File: config.mk
export PLATFORM = sky130hd
export DESIGN_NAME = bi256_limb_addsub
export DESIGN_NICKNAME = d
export VERILOG_FILES = /design/src/sv/bi256_pkg.sv /design/src/sv/bi256_limb_addsub.sv
export SDC_FILE = /design/constraint.sdc
export NUM_CORES = 1
export LEC_CHECK = 0
export ABC_AREA = 1
export BUFFER_PORTS_ARGS = -buffer_cell sky130_fd_sc_hd__buf_4
export CAP_MARGIN = 15
export CORE_MARGIN = 5
export CORE_UTILIZATION = 49
export DETAILED_ROUTE_END_ITERATION = 7
export GPL_TIMING_DRIVEN = 1
export HOLD_SLACK_MARGIN = 0.06
export PLACE_DENSITY = 0.77
export SLEW_MARGIN = 40
export SYNTH_ARGS = -nofsm -noshare
export SYNTH_HDL_FRONTEND = slang
export SYNTH_SLANG_ARGS = --single-unit
export TNS_END_PERCENT = 10
File: constraint.sdc
create_clock -name i_clk -period 2.65 [get_ports i_clk]
set_clock_uncertainty 0.2 [all_clocks]
set_input_delay 0 -clock i_clk [delete_from_list [all_inputs] [get_ports i_clk]]
set_output_delay 0 -clock i_clk [all_outputs]
set_load 0.01 [all_outputs]
File: src/sv/bi256_pkg.sv
// bi256_pkg: shared types and opcodes for the 256-bit integer ALU.
// No dependencies.
package bi256_pkg;

    localparam int unsigned LIMB_W = 64;
    localparam int unsigned WORD_W = 256;

    typedef enum logic [3:0] {
        OP_ADD = 4'd0,
        OP_SUB = 4'd1,
        OP_MUL = 4'd2,
        OP_MOD = 4'd3,
        OP_SHL = 4'd4,
        OP_SHR = 4'd5,
        OP_GE  = 4'd6,
        OP_EQ  = 4'd7,
        OP_ZERO = 4'd8
    } t_op;

    typedef struct packed {
        logic [3:0]  action;
        logic [63:0] a_limb0;
        logic [63:0] a_limb1;
        logic [63:0] a_limb2;
        logic [63:0] a_limb3;
        logic [63:0] b_limb0;
        logic [63:0] b_limb1;
        logic [63:0] b_limb2;
        logic [63:0] b_limb3;
        logic [8:0]  shift_amount;
    } t_in;

    typedef struct packed {
        logic [63:0] r_limb0;
        logic [63:0] r_limb1;
        logic [63:0] r_limb2;
        logic [63:0] r_limb3;
        logic        flag;
    } t_out;

    // Control bundle from the sequencer to the datapath unit.
    typedef struct packed {
        logic       add_en;   // add or subtract one 64-bit limb step
        logic       sub;      // subtract instead of add
    } t_ctl;

endpackage

File: src/sv/bi256_limb_addsub.sv
// bi256_limb_addsub: shared 65-bit limb adder/subtractor with carry register.
// Depends on bi256_pkg.
module bi256_limb_addsub (
    input  logic              i_clk,
    input  logic              i_rst_n,
    input  bi256_pkg::t_ctl   i_ctl,
    input  logic              i_first,
    input  logic [63:0]       i_x,
    input  logic [63:0]       i_y,
    output logic [63:0]       o_sum,
    output logic              o_cout
);
    logic r_carry;
    logic cin;
    logic [64:0] s;

    assign cin = i_first ? i_ctl.sub : r_carry;
    assign s = {1'b0, i_x} + {1'b0, (i_ctl.sub ? ~i_y : i_y)} + {64'd0, cin};
    assign o_sum = s[63:0];
    assign o_cout = s[64];

    always_ff @(posedge i_clk) begin
        if (!i_rst_n) begin
            r_carry <= 1'b0;
        end else if (i_ctl.add_en) begin
            r_carry <= s[64];
        end
    end
endmodule

==> key figures <==
Run status
  – Status: finished, final reports clean

STA
  – Worst setup margin: 0.139 ns
  – Worst-Margin Slew: 0.457 ns
  – Fin crit period: 2.51 ns
  – Final hold vios: 0
  – Max-slew violation count: 0
  – Crit share post-route: 94.8%
  – Relative slew slack: 69.4%
  – Max Freq: 398 MHz
  – Final hold slack: 0.0991 ns
  – RSZ-0062 raised after global routing: yes
  – Setup-failing EPs final: 0

Drt
  – # DRC: 0
  – Met3 WL post-DR: 1800 microns
  – Routed wire length: 24200 microns
  – Vias after detailed routing: 8326
  – Initial drt markers: 668
  – DRT met1 WL: 11200 microns
  – Mean routed wirelength per cell: 14.4 microns
  – Top Layer Used: met4
  – 1st-pass router iterations: 5
  – WL met2: 10900 microns
  – Vias per cell: 4.94
  – Detail Route Antenna Nets: 0

Critical path
  – Setup Crit Path Kind: reg2out
  – R2R cell count: 17
  – CP Buf/Inv Count: 3
  – CP dominant cell by count: nand2_1
  – FF-to-FF End: r_carry
  – Cell Chain, Critical Path: mux2_2, fa_2, inv_1, fa_2, inv_1, nand3_1, nand3_2, nand2_1, nand2_1, nand2_1, nand3b_4, nand2_1, nand2_1, xor2_2, buf_4
  – WP data required: 2.45 ns
  – Crit path depth: 15
  – CP startpoint: r_carry
  – Worst Path Max Fanout: 3
  – Crit. End Element: output port
  – Setup slack, reg-to-reg: 0.21 ns
  – Slowest CP cell: fa_2
  – Crit path to: o_sum[38]
  – Crit path DAT: 2.31 ns
  – Setup crit start kind: flop
  – Crit-path max cell delay: 0.35 ns
  – Reg2reg start: r_carry
  – Family with the most delay on the worst path: simple AND/OR/NAND/NOR gates

Floorplanning
  – Row cnt: 42
  – Starting density of the core: 49.5%
  – I/O pin count: 198
  – Chip width: 125 microns
  – Die Y-Extent: 125 microns
  – Die area: 15600 sq um
  – Core area: 13100 sq um

Placement
  – DP HPWL: 21400 microns
  – DP Area: 8250 sq um
  – Input/output buffers: 197
  – Post-place setup slack: 0.0193 ns
  – Gpl congestion: 0.979
  – DP Cell Count: 1685

Power and ir drop
  – P_sw: 0.00173 W
  – Combinational power share: 99.4%
  – Cell internal pwr: 0.00122 W
  – Worst vdd rail ir drop: 206 uV
  – Sequential share of power: 0.6%
  – Switching share of total power: 58.6%
  – Leakage: 5.39 nW
  – Pwr Density: 352 nW/um^2
  – Final Total Pwr: 0.00296 W
  – Clk pwr share: 0%

Finish
  – Post-route cell area: 8400 sq um
  – Layout cells sized above 1: 19.5%
  – Fillers: 1369
  – Regs by FF count: r_carry: 1 flops
  – Multi-input logic area: 5430 sq um
  – Most flops, register: r_carry
  – Number of flip-flops in the largest register: 1
  – Nets@finish: 1711
  – Ant diodes: 0
  – FF/Latch Area: 20.0 sq um
  – Finished Layout Cells: 1687
  – Syn-to-layout area delta: 29.8%

Clock tree
  – CTS clk-pin slew, worst paths: 0 ns
  – Skew-Pair Late Insertion Delay: 0 ns
  – Post-CTS Setup Bufs: 0

Yosys
  – Mean Syn Cell Area: 4.95 sq um
  – Seq/Total Area, Yosys: 0.309%
  – Yosys cell types: 29
  – Syn nets: 1505
  – Mapped Cells: 1307
  – Mapped cell area: 6470 sq um
  – Synth Register Bits: 1
  – Synth warn: 0

Run
  – Max-cap violations: 0

Global route
  – Antenna violations before repair: 0
  – Gr ovfl total: 0
  – First-pass GRT wire length: 37800 microns
  – Vias in the first global route: 7702
  – Maximum number of pins on one net before global-route repair: 27
  – GRT Util Overall: 28.9%

Worst hold path
  – Hold crit path type: in2reg
final cells by class:
type                            instances  share of cell area, %
Inverter                              287                   12.8
Tap cell                              176                   2.62
Sequential cell                         1                  0.238
Timing Repair Buffer                  212                   19.7
Multi-Input combinational cell       1011                   64.6
layer usage:
metal  up-vias  GRT usage [%]
li1       4282              -
met1      3694           41.7
met2       328           48.1
met3        22           2.87
met4         0           3.70
met5         -              0
kinds of logic after synthesis:
| logic type | synth area share, % |
|---|---|
| AOI/OAI and AO/OA | 6.92 |
| xor gates and xnor gates | 13.9 |
| adders and majority gates | 12.8 |
| buffers and inverters | 17.3 |
| DFF | 0.309 |
| muxes | 0.174 |
| and+or+nand+nor | 48.6 |
repair_timing:
item,in CTS,in global routing
hold buffers,0,0
resized for setup,0,24
setup endpoints to repair,0,25
layout by cell type, fill, tap and decap left out, types with 3 or more instances in the layout:
master and count:
xor2_2 3, a21oi_1 45, nor2_1 119, ha_2 5, nand4_1 9, o21bai_1 11
nor3_2 4, nand2_2 23, nand3b_2 5, a21boi_1 4, buf_4 207, inv_2 7
nor3_1 3, nand3_2 5, nand3b_1 3, inv_1 279, xor2_1 98, o21ai_0 12
nor2_2 17, ha_1 58, nand3_1 39, a21oi_2 4, nand2_1 532
synthesized netlist by cell type:
| library cell | n | area share, % |
|---|---|---|
| ha_1 | 63 | 12 |
| nand3b_2 | 6 | 1.0 |
| clkinv_1 | 1 | 0.058 |
| o21bai_1 | 11 | 1.3 |
| and2_1 | 1 | 0.097 |
| nand3b_1 | 3 | 0.35 |
| nor2_1 | 122 | 7.1 |
| xnor2_1 | 2 | 0.27 |
| fa_1 | 2 | 0.62 |
| nor2_2 | 15 | 1.5 |
| inv_1 | 279 | 16 |
| nand3_1 | 40 | 3.1 |
| nor3_1 | 3 | 0.23 |
| a21boi_2 | 2 | 0.35 |
| nand4_1 | 9 | 0.87 |
| nand2_1 | 533 | 31 |
| nor3_2 | 4 | 0.62 |
| nand3_2 | 4 | 0.62 |
| mux2_2 | 1 | 0.17 |
| or2_2 | 1 | 0.097 |
| dfxtp_1 | 1 | 0.31 |
| o21a_1 | 1 | 0.12 |
| buf_2 | 8 | 0.62 |
| xor2_1 | 101 | 14 |
| a21boi_1 | 4 | 0.46 |
| inv_2 | 7 | 0.41 |
| a21oi_1 | 49 | 3.8 |
| o21ai_0 | 12 | 0.93 |
| nand2_2 | 22 | 2.1 |
worst min path at each step:
stage / to / start / slack (ns) / cells past startpoint
3_5_place_dp: r_carry / i_ctl[1] / 0.10 / 4
2_1_floorplan: r_carry / i_ctl[1] / -0.05 / 3
6_report: r_carry / i_ctl[1] / 0.1 / 4
3_3_place_gp: r_carry / i_ctl[1] / 0.09 / 4
5_1_grt: r_carry / i_ctl[1] / 0.13 / 4
4_1_cts: r_carry / i_ctl[1] / 0.10 / 4
stage by stage:
step | setup TNS (ns) | util [%]
2_1_floorplan | 0 | -
3_3_place_gp | 0 | 63.1
3_5_place_dp | 0 | 63.1
4_1_cts | 0 | 63.1
5_1_grt | -0.0507 | 64.2
6_report | 0 | 64.2
tightest hold or removal path: cells and delay by family:
kind | cells | cell delay, ns
buf+inv | 2 | 0.16
simple gates | 2 | 0.10
power groups by stage:
stage	sequential, W	combinational (W)	clock [W]
after floorplan	0.0000173	0.00169	0
after global placement	0.0000174	0.00284	0
after detailed placement	0.0000174	0.00286	0
after CTS	0.0000174	0.00287	0
after global routing	0.0000175	0.00323	0
final	0.0000174	0.00294	0
(Power assumes the default switching activity.)
